[config.mk]
export PLATFORM = sky130hd
export DESIGN_NAME = plm_sq_cell
export DESIGN_NICKNAME = d
export VERILOG_FILES = /design/src/hdl/pseudocolor_map_assert.svh /design/src/hdl/plm_pkg.sv /design/src/hdl/plm_sq_cell.sv
export SDC_FILE = /design/constraint.sdc
export NUM_CORES = 2
export LEC_CHECK = 0
export ABC_AREA = 0
export BUFFER_PORTS_ARGS = -buffer_cell sky130_fd_sc_hd__clkbuf_2
export CAP_MARGIN = 30
export CORE_ASPECT_RATIO = 1.2
export CORE_MARGIN = 2
export CORE_UTILIZATION = 50
export CTS_BUF_LIST = sky130_fd_sc_hd__clkbuf_16
export CTS_CLUSTER_SIZE = 12
export DETAILED_ROUTE_END_ITERATION = 7
export PLACE_DENSITY = 0.67
export SYNTH_ARGS = -nofsm -noshare
export SYNTH_HDL_FRONTEND = slang
export SYNTH_SLANG_ARGS = --single-unit
[constraint.sdc]
create_clock -name i_clk -period 28.9 [get_ports i_clk]
set_input_delay 5.78 -clock i_clk [delete_from_list [all_inputs] [get_ports i_clk]]
set_output_delay 5.78 -clock i_clk [all_outputs]
set_load 0.005 [all_outputs]
[src/hdl/pseudocolor_map_assert.svh]
// Assertion macros used by the pseudocolor map top level
`ifndef PSEUDOCOLOR_MAP_ASSERT_SVH
`define PSEUDOCOLOR_MAP_ASSERT_SVH

// same-cycle implication
`define PLM_ASSERT_NOW(lbl, clk, rst_n, ante, cons) \
    lbl: assert property (@(posedge clk) disable iff (!rst_n) (ante) |-> (cons)) \
        else $error("pseudocolor_map check failed");

// next-cycle implication
`define PLM_ASSERT_NEXT(lbl, clk, rst_n, ante, cons) \
    lbl: assert property (@(posedge clk) disable iff (!rst_n) (ante) |=> (cons)) \
        else $error("pseudocolor_map check failed");

`endif

[src/hdl/plm_pkg.sv]
// Shared constants, types and color table for the pseudocolor map
package plm_pkg;

    localparam int FRAC_BITS = 16;   // fraction bits of samples and range registers
    localparam int POS_BITS  = 16;   // fraction bits of the normalized position
    localparam int P_W       = 5;    // leading-one index width
    localparam int L2_W      = P_W + FRAC_BITS + 1;
    localparam logic [31:0] LOG10_2_Q32 = 32'd1292913987;

    typedef enum logic [7:0] {
        REG_RANGE_LOW  = 8'd0,
        REG_RANGE_HIGH = 8'd1,
        REG_LOG_SCALE  = 8'd2,
        REG_CYCLIC_MAP = 8'd3
    } t_cfg_reg;

    // item moving through the squaring cells
    typedef struct packed {
        logic                 valid;
        logic                 nonpos;
        logic signed [31:0]   s;
        logic [P_W-1:0]       p;
        logic [31:0]          m;
        logic [FRAC_BITS-1:0] fr;
    } t_sq;

    // item moving through the divider cells
    typedef struct packed {
        logic              valid;
        logic              empty;
        logic [31:0]       r;
        logic [POS_BITS:0] q;
    } t_div;

    typedef enum logic [2:0] {
        STOP_BLUE   = 3'd0,
        STOP_CYAN   = 3'd1,
        STOP_YELLOW = 3'd2,
        STOP_RED    = 3'd3,
        STOP_BLUE_END = 3'd4
    } t_stop;

    // {red, green, blue}
    function automatic logic [23:0] stop_color(logic [2:0] idx);
        logic [23:0] c;
        unique case (idx)
            STOP_BLUE:     c = 24'h0000ff;
            STOP_CYAN:     c = 24'h00ffff;
            STOP_YELLOW:   c = 24'hffff00;
            STOP_RED:      c = 24'hff0000;
            STOP_BLUE_END: c = 24'h0000ff;
            default:       c = 24'h0000ff;
        endcase
        return c;
    endfunction

endpackage

[src/hdl/plm_sq_cell.sv]
// One log2 fraction bit per cell by squaring the mantissa
module plm_sq_cell (
    input  logic          i_clk,
    input  logic          i_rst_n,
    input  logic          i_en,
    input  plm_pkg::t_sq  i_sq,
    output plm_pkg::t_sq  o_sq
);
    plm_pkg::t_sq r_sq, n_sq;
    logic [63:0]  prod;
    logic [32:0]  m2;

    always_comb begin
        prod  = 64'(i_sq.m) * 64'(i_sq.m);
        m2    = prod[63:31];
        n_sq  = i_sq;
        n_sq.fr = {i_sq.fr[plm_pkg::FRAC_BITS-2:0], m2[32]};
        n_sq.m  = m2[32] ? m2[32:1] : m2[31:0];
    end

    always_ff @(posedge i_clk) begin
        if (!i_rst_n) begin
            r_sq <= '0;
        end else if (i_en) begin
            r_sq <= n_sq;
        end
    end

    assign o_sq = r_sq;
endmodule

### Word-level counts from Yosys, hierarchy flattened

Cells that the tools add are included.

* RAM bits: 0
* register bits: 87
* input port bits: 90
* bits in latches: 0
* bits in read-only memories: 0
* memories: 0
* word-level logic and storage cells: 8

* shift-type cells: 0
* add/subtract/negate cells: 0
* bitwise gates (word level): 0
* $lt $le $gt $ge: 0
* mux-type cells: 1
* reduce and logical (&&, ||, !) cells: 0
* equality and inequality tests: 0
* div/mod/pow operators: 0
* $mul: 1

Operators by type and width (number)
* multiplier 32 x 32 -> 64 bit: 1
* 2-to-1 mux 32 bit: 1

### Logic depth before layout (Yosys ltp)

* depth after elaboration: 2
* gate-level depth with buffers: 31
* depth with buffers taken out: 28

### Worst setup path after synthesis

No wires, ideal clock.

* path kind: input to register
* start point: input port i_sq[30] in the netlist's numbering
* end point: register r_sq, in the netlist o_sq[45]
* buffers on the path: 3
* arrival time: 13110 ps
* stages on the path: 29
* setup time: 126 ps
* data required time: 28774 ps
* slack: 15664 ps
* cell sequence: clkbuf_1 clkbuf_1 nand2_1 fa_1 inv_1 fa_1 inv_1 fa_1 fa_1 inv_1 fa_1 inv_1 fa_1 inv_1 fa_1 fa_1 ha_1 a21o_1 a31o_1 a221oi_2 o21ai_1 o211a_1 o31ai_4 o311a_1 o21ba_4 xnor2_2 buf_6 mux2i_1 o31ai_2

* word-level cells in the longest chain between the ends: 2

RTL lines
* from (decl): line plm_sq_cell.sv:6 `input plm_pkg::t_sq i_sq,`
* multiplier 32 x 32 -> 64 bit: line plm_sq_cell.sv:14 `prod = 64'(i_sq.m) * 64'(i_sq.m);`
* 2-to-1 mux 32 bit: line plm_sq_cell.sv:18 `n_sq.m = m2[32] ? m2[32:1] : m2[31:0];`
* to (signal assigned): line plm_sq_cell.sv:25 `r_sq <= n_sq;`
* to (decl): line plm_sq_cell.sv:9 `plm_pkg::t_sq r_sq, n_sq;`

Every way passes these cells.
A chain may end at the register's enable or synchronous reset.

### Worst setup path in the final report

* start point: input port i_sq[32] in the netlist's numbering
* end point: register r_sq, in the netlist o_sq[44]

Same word-level chain as after synthesis.

==> flow_summary.toml <==
[global_route]
grt_max_degree = 90
grt_overflow = 0
grt_pass1_wl_um = 133000
grt_pass1_vias = 25300
grtUsageTotal_pct = 25.5
antenna_found_initial = 1

[sta]
hold_ws_ns = 0.502
slew_violations = 0
fin_tns_setup_ns = 0
fin_skew_ns = 0
setup_viol = 0
tightest_slew_ns = 1.07
fin_crit_sh_pct = 51.1
min_period_ns = 14.77
maxSlewHeadroom_pct = 29.0
fmax_ghz = 0.0677
hold_viol_final = 0
rsz0062_at_grt = "false"

[cts]
cts_tree = "done"
cts_root_buf = "clkbuf_16"
cts_buffer_depth = 2
ctsHoldBuffers = 0
cts_sinks = 87
path_clk_slew_ns = 0.06
cts_resized = 0
cts_buffers = 9
clk_latency_ns = 0.34
htree_levels = 3
post_cts_buffers = 0

[outcome]
status = "complete, no violations"

[yosys]
synth.largest_area_cell = "fa_1"
avgSynthCellArea_um2 = 9.39
synth_seq_cells = 87
synth_area_leaders = "fa_1 (49%), ha_1 (12%), inv_1 (11%)"
synthesis.area_um2 = 32300
synth_cell_types = 68
ys_seq_area_share_pct = 5.39
ys_async_sr_fraction_pct = 0
syn_nets = 4625
ys_warn_count = 0
synthFlopType = "dfxtp_1"
synth_cells = 3444
synth_edf_count = 0
synth_top_area_share_pct = 49.0

[layout]
drive_gt1_share_pct = 7.08
final_nets = 4708
nFillCells = 5930
largest_reg_flops = 87
area_growth_pct = 6.11
instances_no_fill = 4365

[routing]
wl_per_cell_um = 18.4
ant_nets = 0
firstDrtPassIters = 5
drtIter0Drc = 1157
vias_per_cell = 5.17
met3_wirelength_um = 3490
met1_length_um = 30900
wl_met2_um = 43100
drc = 0
routed_wl_um = 80500
num_vias = 22600
dr.max_layer_used = "met4"

[die]
rows = 102
die_area_um2 = 66700
ioPinCount = 177
chipWidth_um = 236
start_util_pct = 50.4
core-area_um2 = 64200
dieHeight_um = 283

[placed_design]
port_buffers = 175
dp.cells = 4345
gp_congestion = 0.907
post-dp-hpwl_um = 64100

[worst_setup_path]
cp.arrival_ns = 15.02
end_kind = "flop"
worstSetupStartpointType = "primary input"
required_ns = 29.14
critPathKind = "in -> reg"
crit_fanout = 31

[hold_path]
min_path_type = "reg -> reg"

[job]
drv_cap = 0
[worst max-delay path, cell delays in order]
cell and delay, ns:
clkbuf_2 0.08, buf_4 0.43, clkinv_1 0.56, nor2_1 0.38, inv_1 0.10, fa_1 0.49
inv_1 0.06, fa_1 0.50, inv_1 0.05, fa_1 0.40, fa_1 0.52, fa_1 0.59
inv_1 0.06, fa_1 0.45, fa_1 0.51, fa_1 0.42, ha_1 0.41, nand4_1 0.22
nor4_2 0.37, a221oi_2 0.09, o21ai_1 0.31, o211a_1 0.35, o31ai_4 0.11, o311a_1 0.40
o21ba_4 0.25, xor2_4 0.64, a21oi_1 0.12, o41ai_2 0.34
[synth_stat cells, types with 5 or more instances]
library cell,number
nor2b_1,61
nor2_1,58
nand3_1,20
and3_1,7
xor2_1,41
xnor2_1,36
nand4_1,15
buf_1,6
a21oi_1,59
ha_1,300
nand2_1,330
fa_1,791
a31o_2,8
and2_1,231
o21a_1,5
or2_2,7
o21bai_1,15
dfxtp_1,87
inv_1,978
a21o_1,34
a31oi_1,36
clkbuf_1,121
nor3_1,9
a211oi_1,6
o21ai_0,52
mux2i_1,59
[final cells by class]
class	count	area (um2)	area share (%)
antenna	1	2.50	0.00729
clock buffer	9	225	0.656
clock inverter	7	80.1	0.233
inverter	979	3670	10.7
multi-input combinational	2244	26400	76.9
sequential	87	1740	5.08
tap	832	1040	3.03
timing repair buffer	206	1160	3.37
[kinds of logic after synthesis]
logic type	share of synthesized area (%)
and+or+nand+nor	11.5
DFF	5.39
buffers and inverters	13.0
xor gates and xnor gates	2.22
adders and majority gates	60.6
AOI/OAI and AO/OA	5.46
muxes	1.86
[layout by cell type (no fill, tap or decap), types with 3 or more instances in the layout]
cell type,Yosys,final
mux2i_1,59,59
ha_1,300,300
a41oi_1,3,3
or2_2,7,7
nand4_1,15,15
a21o_1,34,34
dfxtp_1,87,87
a221oi_1,3,3
a21oi_1,59,59
o31ai_1,3,3
a31oi_1,36,36
nand2_1,330,330
and4_1,4,4
and2_1,231,231
o41ai_1,3,3
o21bai_1,15,15
clkbuf_16,0,9
nor2b_1,61,61
o21ai_1,4,4
buf_4,2,28
a2111oi_0,4,4
and3_1,7,7
nor3_1,9,9
o21ai_0,52,52
nor2_1,58,58
o21a_1,5,5
a211oi_1,6,6
o311a_1,3,3
clkbuf_2,0,174
xnor2_1,36,36
inv_1,978,978
nand2b_1,4,4
a31o_2,8,8
fa_1,791,791
nand3_1,20,20
xor2_1,41,41
[per-stage QoR]
| stage | worst slack [ns] | area, um2 | util [%] |
|---|---|---|---|
| floorplan | 15.66 | 32300 | - |
| global placement | 13.89 | 33900 | 52.8 |
| detailed placement | 13.90 | 33900 | 52.9 |
| CTS | 14.21 | 34300 | 53.4 |
| global route | 13.79 | 34300 | 53.4 |
| finish | 14.13 | 34300 | 53.4 |
[layer usage]
layer	GRT usage (%)	vias to the layer above
met5	0	-
li1	-	10300
met4	8.62	0
met2	47.8	565
met1	30.5	11500
met3	2.69	178
[worst paths after layout]
| path | startpoint | end | slack (ns) | depth (start not counted) |
|---|---|---|---|---|
| worst max-delay path | i_sq[32] | o_sq[44] | 14.13 | 28 |
| worst min-delay path | o_sq[44] | o_sq[44] | 0.50 | 2 |
| worst max register to register | o_sq[38] | o_sq[38] | 28.06 | 3 |
| worst min register to register | o_sq[44] | o_sq[44] | 0.50 | 2 |
Power is not shown: default switching activity piles up to over one toggle a cycle in this logic, so the estimate is an artifact.
