### src/hdl/pseudocolor_map_assert.svh
// Assertion macros used by the pseudocolor map top level
`ifndef PSEUDOCOLOR_MAP_ASSERT_SVH
`define PSEUDOCOLOR_MAP_ASSERT_SVH

// same-cycle implication
`define PLM_ASSERT_NOW(lbl, clk, rst_n, ante, cons) \
    lbl: assert property (@(posedge clk) disable iff (!rst_n) (ante) |-> (cons)) \
        else $error("pseudocolor_map check failed");

// next-cycle implication
`define PLM_ASSERT_NEXT(lbl, clk, rst_n, ante, cons) \
    lbl: assert property (@(posedge clk) disable iff (!rst_n) (ante) |=> (cons)) \
        else $error("pseudocolor_map check failed");

`endif

### src/hdl/plm_pkg.sv
// Shared constants, types and color table for the pseudocolor map
package plm_pkg;

    localparam int FRAC_BITS = 16;   // fraction bits of samples and range registers
    localparam int POS_BITS  = 16;   // fraction bits of the normalized position
    localparam int P_W       = 5;    // leading-one index width
    localparam int L2_W      = P_W + FRAC_BITS + 1;
    localparam logic [31:0] LOG10_2_Q32 = 32'd1292913987;

    typedef enum logic [7:0] {
        REG_RANGE_LOW  = 8'd0,
        REG_RANGE_HIGH = 8'd1,
        REG_LOG_SCALE  = 8'd2,
        REG_CYCLIC_MAP = 8'd3
    } t_cfg_reg;

    // item moving through the squaring cells
    typedef struct packed {
        logic                 valid;
        logic                 nonpos;
        logic signed [31:0]   s;
        logic [P_W-1:0]       p;
        logic [31:0]          m;
        logic [FRAC_BITS-1:0] fr;
    } t_sq;

    // item moving through the divider cells
    typedef struct packed {
        logic              valid;
        logic              empty;
        logic [31:0]       r;
        logic [POS_BITS:0] q;
    } t_div;

    typedef enum logic [2:0] {
        STOP_BLUE   = 3'd0,
        STOP_CYAN   = 3'd1,
        STOP_YELLOW = 3'd2,
        STOP_RED    = 3'd3,
        STOP_BLUE_END = 3'd4
    } t_stop;

    // {red, green, blue}
    function automatic logic [23:0] stop_color(logic [2:0] idx);
        logic [23:0] c;
        unique case (idx)
            STOP_BLUE:     c = 24'h0000ff;
            STOP_CYAN:     c = 24'h00ffff;
            STOP_YELLOW:   c = 24'hffff00;
            STOP_RED:      c = 24'hff0000;
            STOP_BLUE_END: c = 24'h0000ff;
            default:       c = 24'h0000ff;
        endcase
        return c;
    endfunction

endpackage

### src/hdl/plm_color.sv
// Segment select, channel interpolation and output register
module plm_color (
    input  logic          i_clk,
    input  logic          i_rst_n,
    input  logic          i_en,
    input  logic          i_cyclic,
    input  plm_pkg::t_div i_div,
    output logic          o_valid,
    output logic [7:0]    o_red,
    output logic [7:0]    o_green,
    output logic [7:0]    o_blue,
    output logic          o_empty
);
    logic        r_valid;
    logic [23:0] r_rgb, n_rgb;
    logic        r_empty;
    logic [17:0] pos;
    logic [2:0]  seg;
    logic [15:0] t;
    logic [23:0] ca, cb;

    function automatic logic [7:0] lerp(logic [7:0] a, logic [7:0] b, logic [15:0] tt);
        logic [16:0] u;
        logic [24:0] pa, pb;
        u  = 17'h10000 - 17'(tt);
        pa = 25'(a) * 25'(u);
        pb = 25'(b) * 25'(tt);
        return 8'((pa + pb) >> 16);
    endfunction

    always_comb begin
        pos = i_cyclic ? {i_div.q[15:0], 2'b00} : 18'({i_div.q[15:0], 1'b0}) + 18'(i_div.q[15:0]);
        seg = {1'b0, pos[17:16]};
        t   = pos[15:0];
        ca  = plm_pkg::stop_color(seg);
        cb  = plm_pkg::stop_color(seg + 3'd1);
        if (i_div.empty) begin
            n_rgb = plm_pkg::stop_color(plm_pkg::STOP_BLUE);
        end else if (i_div.q[plm_pkg::POS_BITS]) begin
            // top of range: end color
            n_rgb = plm_pkg::stop_color(i_cyclic ? plm_pkg::STOP_BLUE_END : plm_pkg::STOP_RED);
        end else begin
            n_rgb = {lerp(ca[23:16], cb[23:16], t), lerp(ca[15:8], cb[15:8], t),
                     lerp(ca[7:0], cb[7:0], t)};
        end
    end

    always_ff @(posedge i_clk) begin
        if (!i_rst_n) begin
            r_valid <= 1'b0;
        end else if (i_en) begin
            r_valid <= i_div.valid;
        end
        if (i_en) begin
            r_rgb   <= n_rgb;
            r_empty <= i_div.empty;
        end
    end

    assign o_valid = r_valid;
    assign o_red   = r_rgb[23:16];
    assign o_green = r_rgb[15:8];
    assign o_blue  = r_rgb[7:0];
    assign o_empty = r_empty;
endmodule
### config.mk
export PLATFORM = sky130hd
export DESIGN_NAME = plm_color
export DESIGN_NICKNAME = d
export VERILOG_FILES = /design/src/hdl/pseudocolor_map_assert.svh /design/src/hdl/plm_pkg.sv /design/src/hdl/plm_color.sv
export SDC_FILE = /design/constraint.sdc
export NUM_CORES = 1
export LEC_CHECK = 0
export BUFFER_PORTS_ARGS = -buffer_cell sky130_fd_sc_hd__buf_2
export CORE_MARGIN = 1
export CORE_UTILIZATION = 40
export DETAILED_ROUTE_END_ITERATION = 10
export PLACE_DENSITY = 0.56
export SYNTH_ARGS = -nofsm -noshare
export SYNTH_HDL_FRONTEND = slang
export SYNTH_SLANG_ARGS = --single-unit
### constraint.sdc
create_clock -name i_clk -period 13 [get_ports i_clk]
set_clock_uncertainty 0.1 [all_clocks]
set_input_delay 1.95 -clock i_clk [delete_from_list [all_inputs] [get_ports i_clk]]
set_output_delay 1.95 -clock i_clk [all_outputs]
set_load 0.005 [all_outputs]
Word level (Yosys, flattened, before mapping) --
Cells that the tools add are included.
Cells by class: add/sub/neg operators 6, multiply operators 6, eq/ne operators 9, multiplexer cells 6, reductions and logical operators 1
Operators by type and width (number):
- 24-bit case mux with 3 select lines | 2
- 24-bit case mux with 4 select lines | 1
- 24-bit adder | 3
- 8-bit by 16-bit multiplier with 24-bit output | 3
- 8-bit by 17-bit multiplier with 24-bit output | 3
- 24-bit two-way mux | 1
- 17-bit by 16-bit adder with 18-bit output | 1
- 18-bit two-way mux | 1
- 17-bit by 16-bit subtractor with 17-bit output, first input constant | 1
- 3-bit by 2-bit equality test with 1-bit output, second input constant | 4
- 3-bit by 1-bit equality test with 1-bit output, second input constant | 2
- 2-bit equality test, second input constant | 2
- 2-bit by 1-bit adder with 3-bit output, second input constant | 1
- 3-bit two-way mux | 1
- 2-bit by 1-bit equality test with 1-bit output, second input constant | 1
- 2-bit logical NOT | 1
Word-level totals: register bits 26, output and inout port bits 26

Logic depth before layout (Yosys ltp) --
Gate-level depths: netlist of run 1.
depth in word-level cells 8, depth in mapped cells 41

Least setup slack after synthesis of run 1 --
No wires, ideal clock.
path kind input to register, start point input i_div[0] (netlist name), end point register r_rgb[23], data pin, setup time 0.254 ns, arrival time 9.888 ns, data required time 12.646 ns, setup slack 2.757 ns, cell stages on the path 37, path buffers 2, cell sequence ha_1 > inv_1 > fa_1 > and2b_1 > o21a_2 > o41ai_2 > o21a_1 > o21bai_1 > a21oi_1 > o21ai_0 > inv_1 > ha_1 > nor2_1 > clkbuf_1 > clkbuf_1 > nand2_1 > inv_1 > ha_1 > xnor2_1 > fa_1 > inv_1 > fa_1 > fa_1 > fa_1 > inv_1 > fa_1 > inv_1 > ha_1 > nand3_1 > a211oi_1 > o21ai_0 > a31oi_1 > a311oi_2 > o211ai_1 > o211ai_1 > xnor3_1 > o21a_1
Between the ends: longest elaborated chain between the ends 8
RTL lines:
- start, declared | RTL line plm_color.sv:7 | input plm_pkg::t_div i_div,
- 17-bit by 16-bit adder with 18-bit output | RTL line plm_color.sv:32 | pos = i_cyclic ? {i_div.q[15:0], 2'b00} : 18'({i_div.q[15:0], 1'b0}) + 18'(i_div.q[15:0]);
- 18-bit two-way mux (*) | RTL line plm_color.sv:32
- branches (longest 4 deep; another with 8-bit by 17-bit multiplier with 24-bit output)
- 24-bit adder (*) | RTL line plm_color.sv:28 | return 8'((pa + pb) >> 16);
- 24-bit two-way mux (*) | RTL line plm_color.sv:39 | end else if (i_div.q[plm_pkg::POS_BITS]) begin
- end signal, assigned | RTL line plm_color.sv:55 | r_rgb <= n_rgb;
- end, declared | RTL line plm_color.sv:15 | logic [23:0] r_rgb, n_rgb;
Every way passes the cells marked *. A chain may end at the register's enable or synchronous reset.

Final worst setup path of run 1 --
start point input i_div[1] (netlist name), end point register r_rgb[23], data pin
Same word-level chain as after synthesis.

==> results of run 1 <==
through the flow:
step | setup slack, ps | hold WS, ps
after floorplan | 2760 | 407
after global placement | 1220 | 391
after detailed placement | 1040 | 403
after CTS | 1320 | 425
after global routing | 726 | 448
final | 1400 | 420
cell families (layout without fill, tap and decap cells):
logic type / Yosys count / count (layout)
AOI/OAI and AO/OA: 199 / 199
xor gates and xnor gates: 88 / 88
adders and majority gates: 759 / 759
buffers and inverters: 638 / 667
DFF: 26 / 26
muxes: 3 / 3
other: 0 / 1
and+or+nand+nor: 320 / 320
cells in the final DEF (no fill, tap or decap), drive strengths merged, types with 6 or more instances in the layout:
cell type,Yosys,final
a211oi,9,9
a21boi,8,8
a21o,20,20
a21oi,54,54
a31oi,9,9
and2,23,23
buf,17,57
edfxtp,25,25
fa,517,517
ha,239,239
inv,605,605
nand2,102,102
nand2b,8,8
nand3,22,22
nand4,9,9
nor2,84,84
nor2b,6,6
nor3,22,22
o211ai,12,12
o21a,9,9
o21ai,40,40
o21bai,9,9
or2,11,11
xnor2,58,58
xor2,29,29
area by class of cell:
class                           count  area share (%)
Antenna cell                        1          0.0116
Clock buffer                        3           0.348
Clock inverter                      1           0.139
Inverter                          606            10.5
Multi-Input combinational cell   1369            80.1
Sequential cell                    26            3.57
Tap cell                          672            3.89
Timing Repair Buffer               57            1.43
cell usage after synthesis, types with 3 or more instances:
| cell type | count | area share (%) |
|---|---|---|
| sky130_fd_sc_hd__clkbuf_1 | 15 | 0.27 |
| sky130_fd_sc_hd__a21o_1 | 20 | 0.73 |
| sky130_fd_sc_hd__or3_1 | 5 | 0.15 |
| sky130_fd_sc_hd__o211ai_1 | 11 | 0.40 |
| sky130_fd_sc_hd__nor4_1 | 4 | 0.12 |
| sky130_fd_sc_hd__nor3_1 | 16 | 0.39 |
| sky130_fd_sc_hd__and3_1 | 5 | 0.15 |
| sky130_fd_sc_hd__fa_1 | 517 | 50 |
| sky130_fd_sc_hd__a221oi_1 | 3 | 0.13 |
| sky130_fd_sc_hd__nor3b_1 | 5 | 0.18 |
| sky130_fd_sc_hd__nand2b_1 | 8 | 0.24 |
| sky130_fd_sc_hd__o21ai_0 | 34 | 0.83 |
| sky130_fd_sc_hd__buf_4 | 3 | 0.11 |
| sky130_fd_sc_hd__a211o_1 | 4 | 0.17 |
| sky130_fd_sc_hd__o21ai_1 | 3 | 0.073 |
| sky130_fd_sc_hd__a31oi_1 | 7 | 0.21 |
| sky130_fd_sc_hd__or2_2 | 10 | 0.30 |
| sky130_fd_sc_hd__a211oi_1 | 8 | 0.29 |
| sky130_fd_sc_hd__buf_6 | 6 | 0.33 |
| sky130_fd_sc_hd__nor3_4 | 4 | 0.32 |
| sky130_fd_sc_hd__ha_1 | 239 | 15 |
| sky130_fd_sc_hd__and2_1 | 21 | 0.64 |
| sky130_fd_sc_hd__inv_2 | 4 | 0.073 |
| sky130_fd_sc_hd__inv_1 | 601 | 11 |
| sky130_fd_sc_hd__nand4_1 | 8 | 0.24 |
| sky130_fd_sc_hd__o21bai_1 | 9 | 0.33 |
| sky130_fd_sc_hd__nor2b_1 | 6 | 0.18 |
| sky130_fd_sc_hd__a21boi_0 | 7 | 0.26 |
| sky130_fd_sc_hd__xor2_1 | 28 | 1.2 |
| sky130_fd_sc_hd__o21a_1 | 8 | 0.29 |
| sky130_fd_sc_hd__buf_2 | 7 | 0.17 |
| sky130_fd_sc_hd__and3b_1 | 3 | 0.13 |
| sky130_fd_sc_hd__nand2_1 | 101 | 1.8 |
| sky130_fd_sc_hd__nor2_1 | 83 | 1.5 |
| sky130_fd_sc_hd__nand3_1 | 21 | 0.51 |
| sky130_fd_sc_hd__edfxtp_1 | 25 | 3.7 |
| sky130_fd_sc_hd__mux2i_1 | 3 | 0.15 |
| sky130_fd_sc_hd__a21oi_1 | 53 | 1.3 |
| sky130_fd_sc_hd__xnor2_1 | 54 | 2.3 |
worst max-delay path: cells and delay by family:
family | cells | cell delay [ps]
xor+xnor | 2 | 500
fa+ha+maj | 9 | 4010
compound gates | 13 | 3130
simple gates | 4 | 1120
buf+inv | 4 | 800
worst max path at each step:
stage | from | to | slack (ps)
after global placement | i_div[0] | r_rgb[23] | 1220
after global routing | i_div[0] | r_rgb[23] | 730
after CTS | i_div[0] | r_rgb[23] | 1320
after detailed placement | i_div[0] | r_rgb[23] | 1040
final | i_div[1] | r_rgb[23] | 1400
after floorplan | i_div[0] | r_rgb[23] | 2760
metal layers:
| layer | track usage (%) | part of all wire [%] |
|---|---|---|
| met4 | 3.82 | 1.9 |
| met2 | 35.2 | 50 |
| met5 | 0 | 0 |
| met3 | 2.23 | 4.4 |
| met1 | 27.6 | 44 |
flip-flops by register name (all words and copies together) (netlist names):
name     cells
o_valid      1
r_rgb       24
o_empty      1
==> impl_results.rst, run 1 <==
.. list-table::
   :header-rows: 1

   * - Metric
     - Value
   * - Share of synthesized cell area in full adder, half adder and majority cells
     - 65.2%
   * - Crit path time final
     - 11600 ps
   * - Post-Syn Instances
     - 2033
   * - Weighted congestion reported at the end of routability-driven placement
     - 0.887
   * - Number of gates resized after CTS
     - 0
   * - Count of non-filler cells in the finished layout
     - 2735
   * - #FFs+latches synth
     - 26
   * - TritonCTS buffer count
     - 3
   * - Post CTS Setup Buffer Count
     - 0
   * - Setup slack of the most critical reg-to-reg path
     - 12320 ps
   * - Cell occurring most often along the worst timing path
     - sky130_fd_sc_hd__fa_1
   * - Placed instance area
     - 0.0215 mm²
   * - Asr flop ratio synth
     - 0%
   * - Sequential standard cell area
     - 771 µm²
   * - Critical path type
     - in -> reg
   * - Antenna violations before repair
     - 1
   * - Commonest register cell after synthesis
     - sky130_fd_sc_hd__edfxtp_1
   * - Share of the synthesized netlist area taken by xor and xnor gates
     - 4.12%
   * - Depth of the worst register-to-register path
     - 2
   * - Actual transition at the worst max-transition pin
     - 1200 ps
   * - Die width
     - 228 µm
   * - Summed negative setup slack over all endpoints
     - 0 ps
   * - Worst slew margin relative to its limit
     - 20.2%
   * - Synthesized area
     - 0.0205 mm²
   * - Crit-path slowest cell
     - sky130_fd_sc_hd__nor2_1
   * - Min-Delay Path Depth
     - 2
   * - Synthesized netlist net count
     - 2844
   * - Maximum number of pins on one net before global-route repair
     - 42
   * - Synthesis Warnings
     - 0
   * - Detailed-routing iteration count for the pre-antenna-repair pass
     - 5
   * - Critical path launch point type
     - input pin
   * - Multiplexer share of the synthesized area
     - 0.146%
   * - Number of filler instances in the final layout
     - 4865
   * - Total count of hold-check failures in the final report
     - 0
   * - Compound-cell area share of the yosys netlist
     - 6.90%
   * - Class of the tightest hold or removal check
     - reg -> reg
   * - Number of placed instances, taps included
     - 2730
   * - Combined area of the multi-input logic cells
     - 0.0173 mm²
   * - Count of endpoints failing setup in the final report
     - 0
   * - Final worst path period share
     - 89.2%
   * - Global-route wire length before repair
     - 82700 µm
   * - Hold path startpoint
     - o_valid
   * - Result of the run
     - finished clean
   * - Number of flops mapped to enable cells by yosys
     - 25
   * - Critical R2R Launch
     - o_valid
   * - Vias in the first global route
     - 15.2k
   * - Number of buffers added to fix hold violations after cts
     - 0
   * - Required time at the worst-slack endpoint
     - 12940 ps
   * - Clock Sink Count
     - 26
   * - Routed length per instance
     - 17.9 µm
   * - Number of levels the H-tree was split into
     - 1
   * - Final Cell Area
     - 0.0216 mm²
   * - Initial core utilization
     - 40.7%
   * - DR DRC count
     - 0
   * - Average vias per placed instance
     - 4.84
   * - Max-cap violations
     - 0
   * - Residual overflow from global routing
     - 0
   * - Die boundary height
     - 228 µm
   * - Core utilization of the finished layout
     - 42.9%
   * - Area of the core
     - 0.0504 mm²
   * - Detailed placement HPWL
     - 44400 µm
   * - FF-to-FF End
     - o_valid
   * - Clock tree from TritonCTS
     - yes
   * - Deepest clock path buffer count
     - 2
   * - Total of buffers placed on input and output ports
     - 48
   * - Final #Nets
     - 2874
   * - Endpoint type of the worst setup path
     - flip-flop
   * - CP max FO
     - 19
   * - Worst stage delay on the critical path
     - 760 ps
   * - Layout cell share with drive strength beyond 1
     - 5.53%
   * - Total number of vias
     - 13.2k
   * - Largest family of logic cells by synthesized area
     - adder cells
   * - Post-Synth Simple-Gate Area
     - 7.93%
   * - Destination of the worst hold path
     - o_valid
   * - Ports
     - 81
   * - Latest clock arrival within the worst-skew pair
     - 270 ps
   * - Residual antenna-violating net count after detailed routing
     - 0
   * - Critical Path AT
     - 11540 ps
   * - Library cells used by synthesis
     - 92
   * - Sequential fraction of the synthesis area
     - 3.76%
   * - Clock-pin slew on the worst setup and hold paths
     - 70 ps
   * - Initial DRC count
     - 572
   * - Global Route Usage Sum
     - 20.3%
   * - Root Buffer
     - sky130_fd_sc_hd__clkbuf_16
   * - Mean post-synth cell area
     - 10.1 µm²
   * - RSZ-0062 raised after global routing
     - false
   * - Total Die Area
     - 0.0522 mm²
   * - Number of cell rows
     - 82
   * - Max Clock Freq
     - 86.2 MHz
   * - Area growth from synthesis to layout
     - 5.23%
   * - Max-slew violation count
     - 0
   * - Aggregate routed wire length
     - 48900 µm
Power of run 1 is not shown: default switching activity piles up to over one toggle a cycle in this logic, so the estimate is an artifact.
==> inputs of run 2 (changes only) <==
--- a/config.mk
+++ b/config.mk
@@ -9,7 +9,7 @@
 export CORE_MARGIN = 1
 export CORE_UTILIZATION = 40
 export DETAILED_ROUTE_END_ITERATION = 10
-export PLACE_DENSITY = 0.56
+export PLACE_DENSITY = 0.66
 export SYNTH_ARGS = -nofsm -noshare
 export SYNTH_HDL_FRONTEND = slang
 export SYNTH_SLANG_ARGS = --single-unit
==> constraint.sdc (replaced) <==
create_clock -name i_clk -period 13 [get_ports i_clk]
set_clock_uncertainty 0.1 [all_clocks]
set_input_delay 3.25 -clock i_clk [delete_from_list [all_inputs] [get_ports i_clk]]
set_output_delay 3.25 -clock i_clk [all_outputs]
set_load 0.01 [all_outputs]
==> impl_results.rst, run 2 (same netlist as run 1, synthesis figures left out) <==
.. list-table::
   :header-rows: 1

   * - Metric
     - Value
   * - Final worst path period share
     - 95.1% (+5.9 points)
   * - Number of buffers added to fix hold violations after cts
     - 0 (unchanged)
   * - Commonest non-fill, non-tap cell in the layout
     - sky130_fd_sc_hd__inv_1
   * - DR DRC count
     - 0 (unchanged)
   * - Hold path startpoint
     - o_valid
   * - Routed length per instance
     - 17.6 µm (-1.7%)
   * - Min-Delay Path Depth
     - 2 (unchanged)
   * - Class of the tightest hold or removal check
     - reg -> reg
   * - Max-cap violations
     - 0 (unchanged)
   * - Result of the run
     - finished clean
   * - Register with the highest flop count
     - r_rgb
   * - Clock Sink Count
     - 26 (unchanged)
   * - Global-route wire length before repair
     - 81800 µm (-1.1%)
   * - Initial DRC count
     - 550 (-3.8%)
   * - Depth of the worst register-to-register path
     - 2 (unchanged)
   * - Buffers plus inverters on the worst setup path
     - 5 (+1)
   * - Worst stage delay on the critical path
     - 700 ps (-60 ps)
   * - Residual overflow from global routing
     - 0 (unchanged)
   * - Die width
     - 228 µm (unchanged)
   * - Cell occurring most often along the worst timing path
     - sky130_fd_sc_hd__fa_1
   * - Clock-pin slew on the worst setup and hold paths
     - 70 ps (about the same)
   * - Total count of hold-check failures in the final report
     - 0 (unchanged)
   * - RSZ-0062 raised after global routing
     - false
   * - Weighted congestion reported at the end of routability-driven placement
     - 0.928 (+4.7%)
   * - Total of buffers placed on input and output ports
     - 48 (unchanged)
   * - Detailed-routing iteration count for the pre-antenna-repair pass
     - 5 (unchanged)
   * - Number of gates resized after CTS
     - 0 (unchanged)
   * - Critical Path AT
     - 12270 ps (+730 ps)
   * - Actual transition at the worst max-transition pin
     - 1020 ps (-179 ps)
   * - Number of levels the H-tree was split into
     - 1 (unchanged)
   * - Max-slew violation count
     - 0 (unchanged)
   * - Destination of the worst hold path
     - o_valid
   * - Post CTS Setup Buffer Count
     - 0 (unchanged)
   * - Area of the core
     - 0.0504 mm² (unchanged)
   * - Total number of vias
     - 13.6k (+2.9%)
   * - Crit-path slowest cell
     - sky130_fd_sc_hd__fa_1
   * - Detailed placement HPWL
     - 43700 µm (-1.5%)
   * - Antenna violations before repair
     - 0 (-1)
   * - Max Clock Freq
     - 80.9 MHz (-6.2%)
   * - Largest register FFs
     - 24 (unchanged)
   * - Area growth from synthesis to layout
     - 6.02%
   * - Vias in the first global route
     - 15.6k (+2.4%)
   * - FF-to-FF End
     - o_valid
   * - Number of cell rows
     - 82 (unchanged)
   * - Deepest clock path buffer count
     - 2 (unchanged)
   * - Critical path launch point type
     - input pin
   * - Count of endpoints failing setup in the final report
     - 0 (unchanged)
   * - Diode insertion count for antenna repair
     - 0 (-1)
   * - Total Die Area
     - 0.0522 mm² (unchanged)
   * - Root Buffer
     - sky130_fd_sc_hd__clkbuf_16
   * - Required time at the worst-slack endpoint
     - 12910 ps (-30 ps)
   * - Crit path time final
     - 12360 ps (+761 ps)
   * - Global Route Usage Sum
     - 19.9% (-0.47 points)
   * - Average vias per placed instance
     - 4.95 (+2.2%)
   * - Commonest cells after routing, fill and taps aside
     - 601 x sky130_fd_sc_hd__inv_1, 517 x sky130_fd_sc_hd__fa_1, 239 x sky130_fd_sc_hd__ha_1
   * - Summed negative setup slack over all endpoints
     - 0 ps (unchanged)
   * - Kind of cell adding the most delay to the critical path
     - adder cells
   * - CP max FO
     - 30 (+11)
   * - Setup slack of the most critical reg-to-reg path
     - 12290 ps (-30 ps)
   * - Residual antenna-violating net count after detailed routing
     - 0 (unchanged)
   * - Clock tree from TritonCTS
     - yes
   * - Maximum number of pins on one net before global-route repair
     - 35 (-17%)
   * - Ports
     - 81 (unchanged)
   * - Worst slew margin relative to its limit
     - 32.1% (+12 points)
   * - Initial core utilization
     - 40.7% (unchanged)
   * - Die boundary height
     - 228 µm (unchanged)
   * - Endpoint type of the worst setup path
     - flip-flop
   * - Aggregate routed wire length
     - 48500 µm (-0.92%)
   * - Critical R2R Launch
     - o_valid
   * - TritonCTS buffer count
     - 3 (unchanged)
   * - Latest clock arrival within the worst-skew pair
     - 270 ps (about the same)
   * - Final #Nets
     - 2896 (+0.77%)
   * - Critical path type
     - in -> reg
   * - Layout cell share with drive strength beyond 1
     - 6.53% (+1.0 points)
-- run 2: cell types whose count changed in the layout (fill, tap and decap cells not counted) --
| cell | change |
|---|---|
| sky130_fd_sc_hd__buf_4 | +22 |
| sky130_fd_sc_hd__diode_2 | -1 |
-- run 2: through the flow --
stage | area [µm²] | utilization [%] | instances | setup slack, ps | hold WS [ps]
floorplan | 20500 | - | 2033 | 1460 | 438
global placement | 21700 | 43.0 | 2752 | 430 | 430
detailed placement | 21700 | 43.0 | 2752 | 322 | 442
CTS | 21800 | 43.2 | 2756 | 594 | 453
global route | 21800 | 43.2 | 2756 | 53.6 | 479
finish | 21800 | 43.2 | 2756 | 637 | 447
-- run 2: metal layers --
layer,GRT usage (%),share of wire [%]
met3,2.10,4.6
met2,34.4,50
met1,26.6,43
met5,0,0
met4,4.78,2.6
-- run 2: tightest hold or removal path, stage by stage, from the launching register on --
cell	delay, ps
sky130_fd_sc_hd__dfxtp_1	330
sky130_fd_sc_hd__mux2i_1	120
sky130_fd_sc_hd__nor2b_1	50
-- run 2: final cells by class --
type / instances / area (µm²)
clock inverter: 1 / 30.0
fill: 4697 / 28600
inverter: 606 / 2270
timing repair buffer: 79 / 473
multi-input combinational: 1369 / 17300
sequential: 26 / 771
clock buffer: 3 / 75.1
tap: 672 / 841
-- run 2: how the worst max path moves through the flow --
stage / from / to / slack [ps] / depth (start not counted)
floorplan: i_div[0] / r_rgb[23] / 1460 / 37
global placement: i_div[0] / r_rgb[23] / 430 / 35
detailed placement: i_div[0] / r_rgb[23] / 320 / 38
CTS: i_div[0] / r_rgb[23] / 590 / 35
global route: i_div[0] / r_rgb[23] / 50 / 38
finish: i_div[1] / r_rgb[7] / 640 / 34
Power of run 2 is left out for the same reason.
