File: config.mk
export PLATFORM = sky130hd
export DESIGN_NAME = plm_div_cell
export DESIGN_NICKNAME = d
export VERILOG_FILES = /design/src/hdl/pseudocolor_map_assert.svh /design/src/hdl/plm_pkg.sv /design/src/hdl/plm_div_cell.sv
export SDC_FILE = /design/constraint.sdc
export NUM_CORES = 1
export LEC_CHECK = 0
export BUFFER_PORTS_ARGS = -buffer_cell sky130_fd_sc_hd__buf_2
export CAP_MARGIN = 25
export CELL_PAD_IN_SITES_DETAIL_PLACEMENT = 0
export CELL_PAD_IN_SITES_GLOBAL_PLACEMENT = 1
export CORE_ASPECT_RATIO = 0.6
export CORE_MARGIN = 8
export CORE_UTILIZATION = 35
export CTS_CLUSTER_DIAMETER = 50
export DETAILED_ROUTE_END_ITERATION = 16
export GPL_ROUTABILITY_DRIVEN = 0
export GPL_TIMING_DRIVEN = 0
export PLACE_DENSITY_LB_ADDON = 0.05
export REMOVE_ABC_BUFFERS = 1
export SYNTH_ARGS = -nofsm -noshare
export SYNTH_HDL_FRONTEND = slang
export SYNTH_SLANG_ARGS = --single-unit
export TNS_END_PERCENT = 30
File: constraint.sdc
create_clock -name i_clk -period 2.86 [get_ports i_clk]
set_input_delay 0.429 -clock i_clk [delete_from_list [all_inputs] [get_ports i_clk]]
set_output_delay 0.429 -clock i_clk [all_outputs]
set_load 0.02 [all_outputs]
File: src/hdl/pseudocolor_map_assert.svh
// Assertion macros used by the pseudocolor map top level
`ifndef PSEUDOCOLOR_MAP_ASSERT_SVH
`define PSEUDOCOLOR_MAP_ASSERT_SVH

// same-cycle implication
`define PLM_ASSERT_NOW(lbl, clk, rst_n, ante, cons) \
    lbl: assert property (@(posedge clk) disable iff (!rst_n) (ante) |-> (cons)) \
        else $error("pseudocolor_map check failed");

// next-cycle implication
`define PLM_ASSERT_NEXT(lbl, clk, rst_n, ante, cons) \
    lbl: assert property (@(posedge clk) disable iff (!rst_n) (ante) |=> (cons)) \
        else $error("pseudocolor_map check failed");

`endif

File: src/hdl/plm_pkg.sv
// Shared constants, types and color table for the pseudocolor map
package plm_pkg;

    localparam int FRAC_BITS = 16;   // fraction bits of samples and range registers
    localparam int POS_BITS  = 16;   // fraction bits of the normalized position
    localparam int P_W       = 5;    // leading-one index width
    localparam int L2_W      = P_W + FRAC_BITS + 1;
    localparam logic [31:0] LOG10_2_Q32 = 32'd1292913987;

    typedef enum logic [7:0] {
        REG_RANGE_LOW  = 8'd0,
        REG_RANGE_HIGH = 8'd1,
        REG_LOG_SCALE  = 8'd2,
        REG_CYCLIC_MAP = 8'd3
    } t_cfg_reg;

    // item moving through the squaring cells
    typedef struct packed {
        logic                 valid;
        logic                 nonpos;
        logic signed [31:0]   s;
        logic [P_W-1:0]       p;
        logic [31:0]          m;
        logic [FRAC_BITS-1:0] fr;
    } t_sq;

    // item moving through the divider cells
    typedef struct packed {
        logic              valid;
        logic              empty;
        logic [31:0]       r;
        logic [POS_BITS:0] q;
    } t_div;

    typedef enum logic [2:0] {
        STOP_BLUE   = 3'd0,
        STOP_CYAN   = 3'd1,
        STOP_YELLOW = 3'd2,
        STOP_RED    = 3'd3,
        STOP_BLUE_END = 3'd4
    } t_stop;

    // {red, green, blue}
    function automatic logic [23:0] stop_color(logic [2:0] idx);
        logic [23:0] c;
        unique case (idx)
            STOP_BLUE:     c = 24'h0000ff;
            STOP_CYAN:     c = 24'h00ffff;
            STOP_YELLOW:   c = 24'hffff00;
            STOP_RED:      c = 24'hff0000;
            STOP_BLUE_END: c = 24'h0000ff;
            default:       c = 24'h0000ff;
        endcase
        return c;
    endfunction

endpackage

File: src/hdl/plm_div_cell.sv
// One quotient bit per cell, restoring division
module plm_div_cell (
    input  logic          i_clk,
    input  logic          i_rst_n,
    input  logic          i_en,
    input  logic [31:0]   i_den,
    input  plm_pkg::t_div i_div,
    output plm_pkg::t_div o_div
);
    plm_pkg::t_div r_div, n_div;
    logic [32:0]   rs;
    logic          ge;

    always_comb begin
        rs    = {i_div.r, 1'b0};
        ge    = rs >= {1'b0, i_den};
        n_div = i_div;
        n_div.r = ge ? 32'(rs - {1'b0, i_den}) : rs[31:0];
        n_div.q = {i_div.q[plm_pkg::POS_BITS-1:0], ge};
    end

    always_ff @(posedge i_clk) begin
        if (!i_rst_n) begin
            r_div <= '0;
        end else if (i_en) begin
            r_div <= n_div;
        end
    end

    assign o_div = r_div;
endmodule

After elaboration in Yosys (flattened, before gate mapping)
Cells that the tools add are included.
Widths: inputs -> output; s select.
- flip-flop bits (word level): 51
- bits of input ports: 86
- output and inout port bits: 51
- word-level logic and storage cells: 7
- $add $sub $neg: 1
- $lt $le $gt $ge: 1
- mux-type cells: 1
- operators by type and width (cell ; count):
    $ge 33x32->1 ; 1
    $mux 32 ; 1
    $sub 32x32->32 ; 1

Depth between registers and ports, before layout
Gate-level depths: netlist (run 1).
- depth after elaboration: 2
- mapped depth: 13
- gate-level depth less buffers: 11

Least setup slack after synthesis (run 1)
OpenSTA, ideal clock, no wires.
- path kind: input to register
- from: input port i_den[0]
- to: register r_div, in the netlist o_div[43]
- library setup time: 117 ps
- data arrival time: 2408 ps
- data required time: 2743 ps
- path slack: 336 ps
- stages on the path: 10
- buffers on the path: 0
- path through: fa_1 and2b_1 o31a_1 o21ai_1 a211oi_2 o21bai_2 a2111oi_0 o21ai_0 a31oi_1 nor2_1
- cells in the longest elaborated chain, start to end: 2
- elaborated cells between the ends (all ways): 3
- those cells by class: 1 x add/sub; 1 x order compare; 1 x mux
- ends and longest elaborated chain (item ; line ; RTL):
    from (decl) ; plm_div_cell.sv:6 ; input logic [31:0] i_den,
    $sub 32x32->32 or $ge 33x32->1 (tied branches) ; plm_div_cell.sv:18, plm_div_cell.sv:16 ;
    $mux 32 * ; plm_div_cell.sv:18 ; n_div.r = ge ? 32'(rs - {1'b0, i_den}) : rs[31:0];
    to (signal assigned) ; plm_div_cell.sv:26 ; r_div <= n_div;
    to (decl) ; plm_div_cell.sv:10 ; plm_pkg::t_div r_div, n_div;
Every way passes the cells marked *; elsewhere a longest branch is shown, timed or not.
A chain may end at the register's enable or synchronous reset.

Worst setup path after layout (run 1)
- from: input port i_div[42] (netlist bit)
- to: register r_div, in the netlist o_div[35]
- cells in the longest elaborated chain, start to end: 2
- ends and longest elaborated chain (item ; line ; RTL):
    from (decl) ; plm_div_cell.sv:7 ; input plm_pkg::t_div i_div,
    $ge 33x32->1 ; plm_div_cell.sv:16 ; ge = rs >= {1'b0, i_den};
    $mux 32 ; plm_div_cell.sv:18 ;
Every way passes these cells.

==> impl_results.md, run 1 <==
- CTS Buf Count: 5
- Hold WC Path Type: in2reg
- Dominant cells by area after synthesis: dfxtp_1, ha_1, mux2i_1, a21oi_1, o21ai_0
- TritonCTS clock tree: done
- Final setup skew: 0 ns
- Ys async rst share: 0%
- Pre-CTS setup slack: -0.5136 ns
- Clock root cell: clkbuf_16
- Filler cells: roughly 1200
- Critical Path, Cell by Cell: buf_2 > ha_2 > nand4_1 > nor3_4 > nor3b_1 > a311oi_2 > buf_4 > a21oi_4 > buf_16 > buf_16 > mux2i_1 > a21oi_1
- Max-cap violations: 0
- Max Freq: ~0.37 GHz
- Most common cell after layout, fill and taps aside: buf_2
- Slowest-stage cell, CP: ha_2
- Net Sw Frac: between 30 and 40%
- Drt total wl: approximately 13 mm
- Final Slew Violations: 0
- Post-synth EDFFs: 0
- DRC errors left: 0
- CTS H-tree lvls: 2
- Post-Syn Instances: between 500 and 600
- Clock share of power: 27.4%
- Average wire per standard cell: roughly 16 um
- Worst-margin pin slew: roughly 0.93 ns
- FF+latch count, synth: 51
- Post-CTS Hold Buffers: 0
- Die Width: between 150 and 200 um
- Sequential Power Share: between 30% and 40%
- Layout Utilization: approximately 45%
- Most used cell, CP: buf_16
- Initial DRC count: between 200 and 250
- First-pass GRT wire length: 20.53 mm
- Cell accounting for the most synthesized area: dfxtp_1
- Chip height: ~100 um
- Main flop type after synthesis: dfxtp_1
- Via density: between 5 and 6
- Via count: between 4000 and 5000
- Die ar.: 0.01570 mm^2
- Initial antenna violation count: 0
- Clk Latency, worst-skew pair: 0.29 ns
- GRT Overall Usage: roughly 16%
- FF/Latch Area: 0.001021 mm^2
- Hpwl dp: about 9.9 mm
- Remaining antenna violation count: 0
- Vias in the first global route: roughly 4000
- Multi-input logic area: approximately 0.0028 mm^2
- Crit path max fanout: 23
- Max-slew headroom: between 30% and 40%
- Tmin final: 2.690 ns
- Final #Nets: between 700 and 800
- Overflow after GRT: 0
- Critical Path RT: 3.00 ns
- Largest net degree at the start of global routing: 85
- WHS: slightly below 0.4 ns
- Synthesized cell area: around 0.0041 mm^2
- # setup viols final: 0
- Status: complete, no violations
- CP delay by family, top: simple AND/OR/NAND/NOR gates
- PwrDens: 461.9 mW/mm^2
- Core area: about 0.011 mm^2
- Final Cycle Share: 94.04%
- Row count: 30
- Worst setup SP type: input port
- Top cell type's share of synthesized area: about a quarter
- WP buf/inv: 4
- Clock tree sinks: slightly above 50
- Yosys cell types: 67
- # diodes: 0
- Sequential share of the synthesized area: 24.63%
- Final worst setup slack: between 0.15 and 0.2 ns
- Initial Util: a little over a third
- Comb power frac: 38.6%
- Io pins: between 100 and 150
- Commonest non-fill, non-tap cells in the layout: buf_2, a21oi_1, o21ai_0
- Layout cells sized above 1: 27.22%
- Clock Pin Slew Worst Setup and Hold Paths: 0.07 ns
- Pre-antenna DRT Iters: 4
- Largest stage delay, worst path: approximately 0.40 ns
- Synthesis-to-finish area growth: 22.52%
- Largest register FFs: 51
- Final Hold Vio Count: 0
- Maximum buffer depth of the clock tree: 2
- Worst VDD drop: roughly 0.24 mV
- WP data arrival: between 2 and 3 ns
- Number of synthesis warnings: 0
- Critical path type: in2reg
- Net Sw Power: ~850 uW
- Avg Cell Area, Syn: 7.821 um^2
- Port-buffer cells: between 100 and 150
- P_int: ~1500 uW
- Lkg Pwr: 0.002502 uW
- Critical path endpoint category: flop
[area by class of cell]
| cell class | instances | area share, % |
|---|---|---|
| sequential | 51 | 20.10 |
| tap | 160 | 3.942 |
| inverter | 44 | 3.252 |
| multi-input combinational | 401 | 54.91 |
| timing repair buffer | 139 | 14.73 |
| clock inverter | 2 | 0.3203 |
| clock buffer | 6 | 2.735 |
[power groups by stage]
stage | clock [uW] | sequential (uW) | combinational (uW)
after floorplan | 0 | 894 | 505
after global placement | 0 | 812 | 863
after detailed placement | 0 | 815 | 892
after CTS | 666 | 799 | 900
after global routing | 694 | 807 | 1010
final | 642 | 798 | 906
[Yosys cell counts, types with 3 or more instances]
master,count
nor2b_1,23
buf_2,6
and3_1,4
ha_1,32
o21a_1,5
nor3_1,3
nand2_1,39
xnor2_1,11
nor2_1,23
o21ai_1,5
nand2b_1,4
a21o_1,10
or3_1,3
a31oi_1,9
mux2i_1,30
a21oi_1,59
o21bai_1,5
nand3_1,11
inv_1,44
dfxtp_1,51
buf_4,3
nand4_1,9
o21ai_0,58
clkbuf_1,15
xor2_1,11
buf_6,8
[worst min-delay path, stage by stage]
cell,delay (ns)
buf_2,0.07
mux2i_1,0.05
nor2b_1,0.09
[path summary, 6_finish.rpt]
path / slack [ns] / depth (start not counted) / from / end
setup reg to reg: 2.10 / 3 / o_div[17] / o_div[17]
setup / recovery: 0.17 / 12 / i_div[42] / o_div[35]
hold / removal: 0.40 / 3 / i_div[1] / o_div[2]
hold reg to reg: 0.49 / 2 / o_div[0] / o_div[0]
[per-stage QoR]
| step | TNS [ns] | instance area [um^2] | instances | power [uW] |
|---|---|---|---|---|
| after detailed placement | -9.522 | 4861 | 793 | 1707 |
| after global placement | -25.52 | 4803 | 791 | 1675 |
| final | 0 | 5079 | 803 | 2346 |
| after floorplan | -0.02744 | 3928 | 496 | 1398 |
| after global routing | -0.005690 | 5079 | 803 | 2511 |
| after CTS | 0 | 5030 | 802 | 2365 |
[logic make-up (layout without fill, tap and decap cells)]
logic type,after synthesis,in the layout,share of synthesized area (%)
buffers and inverters,78,191,9.236
multiplexers,30,30,7.244
AND/OR/NAND/NOR,131,131,16.27
AO/OA/AOI/OAI,185,185,27.83
XOR/XNOR,22,22,4.648
adder cells (fa/ha/maj),33,33,10.14
flip-flops,51,51,24.63
[timing repair]
item                       4_1_cts  5_1_grt
pin swaps                        1        3
resized for setup                1       11
setup buffers                    1        1
setup endpoints to repair       15       11
[layer usage]
| layer | GRT usage, % | part of all wire (%) |
|---|---|---|
| met1 | 24.11 | 55 |
| met2 | 21.48 | 36 |
| met3 | 5.105 | 8.4 |
| met4 | 1.616 | 0.45 |
| met5 | 0 | 0 |
(Power assumes the default switching activity.)
==> run 2: changes to the inputs <==
==> constraint.sdc (replaced) <==
create_clock -name i_clk -period 3 [get_ports i_clk]
set_input_delay 0.45 -clock i_clk [delete_from_list [all_inputs] [get_ports i_clk]]
set_output_delay 0.45 -clock i_clk [all_outputs]
set_load 0.02 [all_outputs]
==> run 2 against run 1 <==
Against the previous run: clock skew unchanged; critical path type unchanged; worst hold slack improved by 0.020 ns; flip-flop and latch count unchanged; highest routed layer unchanged; routed wire length decreased by 0.15%; total power decreased by 5.0%; die area unchanged; sequential share of layout area increased by 0.17 points; critical endpoint is now o_div[43]; clock power decreased by 4.4%; setup slack improved by 0.036 ns; design area decreased by 0.84%; global-route usage unchanged; largest cell class unchanged.
==> impl_results.md, run 2 (synthesis results as in run 1) <==
- Status: complete, no violations
- Maximum buffer depth of the clock tree: 2 (unchanged)
- Max Freq: around 0.36 GHz
- Hpwl dp: 9.932 mm (unchanged)
- Clock tree sinks: 51 (unchanged)
- Largest register FFs: 51 (unchanged)
- CP delay by family, top: compound AO/OA/AOI/OAI gates
- Final std cells w/o fill: 802 (-0.12%)
- Synthesis-to-finish area growth: 21.49%
- Largest net degree at the start of global routing: 85 (unchanged)
- Initial DRC count: 232 (-0.85%)
- Worst setup SP type: input port
- Pre-antenna DRT Iters: 4 (unchanged)
- Crit path max fanout: 5 (-78%)
- Commonest non-fill, non-tap cells in the layout: buf_2, a21oi_1, o21ai_0
- FF/Latch Area: 0.001021 mm^2 (unchanged)
- Critical Path RT: 3.19 ns (+0.19 ns)
- GRT Overall Usage: 15.91% (unchanged)
- Clock root cell: clkbuf_16
- Average wire per standard cell: 15.79 um (about the same)
- # setup viols final: 0 (unchanged)
- Final Hold Vio Count: 0 (unchanged)
- Io pins: 137 (unchanged)
- CTS H-tree lvls: 2 (unchanged)
- WP data arrival: 2.98 ns (+0.15 ns)
- First-pass GRT wire length: 20.53 mm (unchanged)
- Slowest-stage cell, CP: a2111oi_1
- Filler cells: 1212 (+0.33%)
- DRC errors left: 0 (unchanged)
- Clock Pin Slew Worst Setup and Hold Paths: 0.07 ns (about the same)
- Multi-input logic area: 0.002754 mm^2 (-1.3%)
- Row count: 30 (unchanged)
- Final worst setup slack: 0.2061 ns (+0.03567 ns)
- Most common cell after layout, fill and taps aside: buf_2
- Critical path endpoint category: flop
- Via density: 5.026 (-0.52%)
- CTS Buf Count: 5 (unchanged)
- Initial Util: 36.33% (unchanged)
- Hold WC Path Type: in2reg
- Initial antenna violation count: 0 (unchanged)
- Largest stage delay, worst path: 0.53 ns (+0.13 ns)
- Worst-margin pin slew: 0.9344 ns (+0.004750 ns)
- Remaining antenna violation count: 0 (unchanged)
- Die ar.: 0.01570 mm^2 (unchanged)
- Via count: 4031 (-0.64%)
- Lkg Pwr: 0.002490 uW (-0.47%)
- Max-slew headroom: 37.70% (-0.32 points)
- Overflow after GRT: 0 (unchanged)
- Worst VDD drop: 0.2252 mV (-4.3%)
- Tmin final: around 2.8 ns
- Layout cells sized above 1: 26.01% (-1.2 points)
- Post-CTS Hold Buffers: 0 (unchanged)
- Critical Path, Cell by Cell: buf_2 > fa_1 > and2b_1 > o31a_1 > o21ai_1 > a211oi_2 > o21bai_2 > a2111oi_1 > o21ai_0 > a31oi_1 > nor2_1
- Max-cap violations: 0 (unchanged)
- Port-buffer cells: 135 (unchanged)
- Vias in the first global route: 4022 (unchanged)
- Final Slew Violations: 0 (unchanged)
- RSZ-0062 raised after global routing: no
- Core area: 0.01141 mm^2 (unchanged)
- Die Width: 156.5 um (unchanged)
- Drt total wl: 12.67 mm (-0.15%)
- Critical path type: in2reg
- PwrDens: 442.7 mW/mm^2 (-4.2%)
- Placed cell count: 793 (unchanged)
- Final Cycle Share: 93.13%
- Final #Nets: 760 (-0.13%)
- TritonCTS clock tree: done
- Clk Latency, worst-skew pair: 0.29 ns (about the same)
- Chip height: 100.3 um (unchanged)
- # diodes: 0 (unchanged)
- WP buf/inv: 1 (-3)
- Final setup skew: 0 ns (unchanged)
- Pre-CTS setup slack: -0.3946 ns (+0.1190 ns)
[run 2: path summary, 6_finish.rpt]
| check | startpoint | end | slack [ns] | cells past startpoint |
|---|---|---|---|---|
| setup / recovery | i_den[0] | o_div[43] | 0.21 | 11 |
| hold / removal | i_div[1] | o_div[2] | 0.42 | 3 |
| setup reg to reg | o_div[17] | o_div[17] | 2.24 | 3 |
| hold reg to reg | o_div[0] | o_div[0] | 0.49 | 2 |
[run 2: area by class of cell]
class	count	share of cell area (%)
repair buffers	138	14.71
clock inverters	2	0.3230
well taps	160	3.975
clock buffers	6	2.758
multi-input cells	401	54.68
inverters	44	3.279
flip-flops and latches	51	20.27
[run 2: where the power goes]
group | internal, uW | total [uW] | switching [uW] | leakage [uW]
logic | 351 | 854 | 503 | 0.00199
registers | 736 | 761 | 24.5 | 0.000423
clock network | 335 | 614 | 280 | 0.0000731
total | 1420 | 2230 | 807 | 0.00249
[run 2: worst min-delay path: stages]
cell and delay [ns]:
buf_2 0.07, mux2i_1 0.05, nor2b_1 0.09
[run 2: stage by stage]
| step | total power, uW | cell area [um^2] | utilization, % | hold WS, ns | setup TNS [ns] |
|---|---|---|---|---|---|
| global route | 2385 | 5036 | 44.13 | 0.4180 | 0 |
| floorplan | 1333 | 3928 | - | 0.5394 | 0 |
| finish | 2230 | 5036 | 44.13 | 0.4161 | 0 |
| CTS | 2255 | 5030 | 44.08 | 0.4119 | 0 |
| global placement | 1597 | 4803 | 42.09 | 0.4696 | -21.59 |
| detailed placement | 1627 | 4861 | 42.60 | 0.4762 | -5.883 |
[run 2: repair_timing]
item,in CTS,in global routing
setup endpoints to repair,4,1
resized for setup,1,2
buffers inserted,1,0
pin swaps,1,0
[run 2: layer usage]
metal	GRT usage, %	part of all wire, %	up-vias	wire length, um
met5	0	0	-	0
met4	1.616	0.48	0	61
met3	5.105	9.1	4	1155
met2	21.48	36	137	4522
met1	24.11	55	1800	6928
li1	-	-	2090	-
==> run 3: changes to the inputs <==
--- a/config.mk
+++ b/config.mk
@@ -5,16 +5,16 @@
 export SDC_FILE = /design/constraint.sdc
 export NUM_CORES = 1
 export LEC_CHECK = 0
+export ABC_AREA = 1
 export BUFFER_PORTS_ARGS = -buffer_cell sky130_fd_sc_hd__buf_2
 export CAP_MARGIN = 25
 export CELL_PAD_IN_SITES_DETAIL_PLACEMENT = 0
 export CELL_PAD_IN_SITES_GLOBAL_PLACEMENT = 1
 export CORE_ASPECT_RATIO = 0.6
-export CORE_MARGIN = 8
+export CORE_MARGIN = 1
 export CORE_UTILIZATION = 35
 export CTS_CLUSTER_DIAMETER = 50
 export DETAILED_ROUTE_END_ITERATION = 16
-export GPL_ROUTABILITY_DRIVEN = 0
 export GPL_TIMING_DRIVEN = 0
 export PLACE_DENSITY_LB_ADDON = 0.05
 export REMOVE_ABC_BUFFERS = 1
==> run 3 against run 2 <==
Against the previous run: register-to-register slack better by 0.12 ns; combinational power rose by 11%; sequential power about the same; design area up 19%; clock skew is the same; via count up 32%; highest routed layer unchanged; global-route usage increased by 5.8 points; area after synthesis is 21% higher; first-iteration DRC count rose by 20%; final cell count rose by 50%.
==> impl_results.md, run 3 <==
- Die ar.: 0.01482 mm^2 (-5.6%)
- Yosys cell types: 30 (-55%)
- Worst setup SP type: input port
- Setup TNS: 0 ns (unchanged)
- Comb power frac: 39.4% (+1.1 points)
- Commonest non-fill, non-tap cells in the layout: nand2_1, inv_1, buf_2
- Critical Path RT: 3.15 ns (-0.04 ns)
- Hpwl dp: 12.59 mm (+27%)
- GRT Overall Usage: 21.69% (+5.8 points)
- Clock share of power: 28.9% (+1.3 points)
- Final #Nets: 1131 (+49%)
- XOR/XNOR Fraction of Synth Area: 2.621% (-2.0 points)
- Worst VDD drop: 0.1590 mV (-29%)
- DRC errors left: 0 (unchanged)
- Io pins: 137 (unchanged)
- # setup viols final: 0 (unchanged)
- Avg Cell Area, Syn: 5.632 um^2 (-28%)
- Largest register FFs: 51 (unchanged)
- Via density: 4.424 (-12%)
- Synthesis-to-finish area growth: 19.70%
- Pre-antenna DRT Iters: 5 (+1)
- Post-Synth Adder-Cell Area: 8.387% (-1.8 points)
- Top cell type's share of synthesized area: 24.56% (-0.067 points)
- Max Freq: 0.3749 GHz (+4.7%)
- Filler cells: 1656 (+37%)
- Initial antenna violation count: 0 (unchanged)
- Core area: 0.01383 mm^2 (+21%)
- Clk Latency, worst-skew pair: 0.30 ns (about the same)
- Final Slew Violations: 0 (unchanged)
- Maximum buffer depth of the clock tree: 2 (unchanged)
- Dominant cells by area after synthesis: nand2_1, dfxtp_1, inv_1, ha_1, nor2_1
- Post-Syn Instances: 890 (+68%)
- Ys async rst share: 0% (unchanged)
- Max-slew headroom: 49.62% (+12 points)
- Chip height: 94.70 um (-5.6%)
- Top routing layer used: met4
- Final Hold Vio Count: 0 (unchanged)
- FF+latch count, synth: 51 (unchanged)
- Layout Utilization: 43.37% (-0.76 points)
- Clock Pin Slew Worst Setup and Hold Paths: 0.07 ns (about the same)
- Row count: 33 (+10%)
- Multi-input logic area: 0.003189 mm^2 (+16%)
- GPL Wtd Cong: ~0.85
- Critical path endpoint category: flop
- WL met2: 6.125 mm (+35%)
- Status: complete, no violations
- DRT met1 WL: 9.152 mm (+32%)
- Post-synthesis mux area share: 0% (-7.2 points)
- Die Width: 156.5 um (unchanged)
- Resized cells post-CTS: 0 (-1)
- Sequential share of the synthesized area: 20.37% (-4.3 points)
- Remaining antenna violation count: 0 (unchanged)
- Largest family of logic cells by synthesized area: simple AND/OR/NAND/NOR gates
- RSZ-0062 raised after global routing: no
- Main flop type after synthesis: dfxtp_1
- Layout cells sized above 1: 17.28% (-8.7 points)
- Largest net degree at the start of global routing: 53 (-38%)
- Post-CTS Hold Buffers: 0 (unchanged)
- Hold Path Origin: i_div[13]
- Clock tree sinks: 51 (unchanged)
- PwrDens: 401.8 mW/mm^2 (-9.2%)
- Setup crit start: i_den[18]
- CTS H-tree lvls: 2 (unchanged)
- # diodes: 0 (unchanged)
- Lkg Pwr: 0.003549 uW (+43%)
- TritonCTS clock tree: done
- Via count: 5331 (+32%)
- Synthesized cell area: 0.005012 mm^2 (+21%)
- Cell accounting for the most synthesized area: nand2_1
- P_int: 1475 uW (+3.7%)
- Sequential Power Share: 31.7% (-2.4 points)
- Top cells by count, synth: nand2_1, inv_1, nor2_1
- Vias in the first global route: 4731 (+18%)
- Simple-gate share of the synthesized area: 45.36% (+29 points)
- CTS Buf Count: 5 (unchanged)
- Clock root cell: clkbuf_16
- Initial Util: 36.24% (-0.090 points)
- Post-CTS setup buffers: 0 (-1)
- Tmin final: 2.668 ns (-0.1261 ns)
- WP data arrival: 2.82 ns (-0.16 ns)
- Final Cycle Share: 88.92% (-4.2 points)
- Post-synth EDFFs: 0 (unchanged)
- Average wire per standard cell: 13.32 um (-16%)
- Net Sw Power: 935.1 uW (+16%)
- Final setup skew: 0 ns (unchanged)
- First-pass GRT wire length: 24.65 mm (+20%)
- WHS: 0.3699 ns (-0.04621 ns)
- Met3 wire len: 710 um (-39%)
- Port-buffer cells: 135 (unchanged)
- Number of synthesis warnings: 0 (unchanged)
- Cell with the most instances after synthesis: nand2_1
- Most common cell after layout, fill and taps aside: nand2_1
- FF/Latch Area: 0.001021 mm^2 (unchanged)
- Initial DRC count: 278 (+20%)
- Critical path type: in2reg
- Net Sw Frac: 38.79% (+2.6 points)
- Worst-margin pin slew: 0.7549 ns (-0.1795 ns)
- Crit path max fanout: 33 (+28)
- Hold WC Path Type: in2reg
- Compound-Gate Fraction of Synth Area: 7.139% (-21 points)
- Overflow after GRT: 0 (unchanged)
- Worst r2r src: o_div[18]
- Drt total wl: 16.05 mm (+27%)
- Max-cap violations: 0 (unchanged)
-- run 3: worst max-delay path, cell delays in order --
cell and delay, ns:
buf_2 0.07, inv_1 0.04, ha_1 0.36, nand2_1 0.10, nand2_1 0.11, nand2_1 0.08, nand2_1 0.07, nand2_1 0.06
nand2_1 0.06, nand2_1 0.05, nand2_1 0.14, nor2_4 0.55, nand2_8 0.27, nand2_4 0.20, nand2_1 0.06, nand2_1 0.08
a21oi_1 0.06
-- run 3: path summary, 6_finish.rpt --
path                             endpoint  slack [ns]  depth (start not counted)
worst min-delay path            o_div[14]        0.37                          3
worst min register to register  o_div[25]        0.46                          2
worst max register to register  o_div[18]        2.36                          2
worst max-delay path            o_div[46]        0.33                         17
-- run 3: routing by layer --
layer	vias to the layer above	global-route usage, %
met4	0	2.696
met5	-	0
met1	2284	34.78
met3	5	2.662
met2	103	30.47
li1	2939	-
-- run 3: kinds of logic after synthesis --
| logic type | count (synthesis) |
|---|---|
| simple gates | 525 |
| buf+inv | 197 |
| compound gates | 69 |
| flops | 51 |
| fa+ha+maj | 33 |
| xor+xnor | 15 |
-- run 3: layout make-up --
cell class                 instances  share of cell area [%]
multi-input combinational        643                   53.16
sequential                        51                   17.02
timing repair buffer             137                   12.05
inverter                         174                   10.91
tap                              192                   4.004
clock buffer                       5                   2.086
clock inverter                     3                  0.7716
-- run 3: power by group through the flow --
stage / Combinational, uW / Clock, uW / Sequential (uW)
finish: 951 / 696 / 763
global route: 1080 / 745 / 771
CTS: 949 / 718 / 763
detailed placement: 945 / 0 / 779
global placement: 942 / 0 / 778
floorplan: 555 / 0 / 857
-- run 3: metrics by stage --
stage | power, uW | cell area, um^2 | worst slack (ns) | cells
after floorplan | 1413 | 4857 | 0.6927 | 867
after global placement | 1720 | 5773 | -0.6204 | 1194
after detailed placement | 1724 | 5802 | -0.1790 | 1195
after CTS | 2430 | 5973 | 0.1443 | 1203
after global routing | 2593 | 6000 | 0.09179 | 1205
final | 2410 | 6000 | 0.3323 | 1205
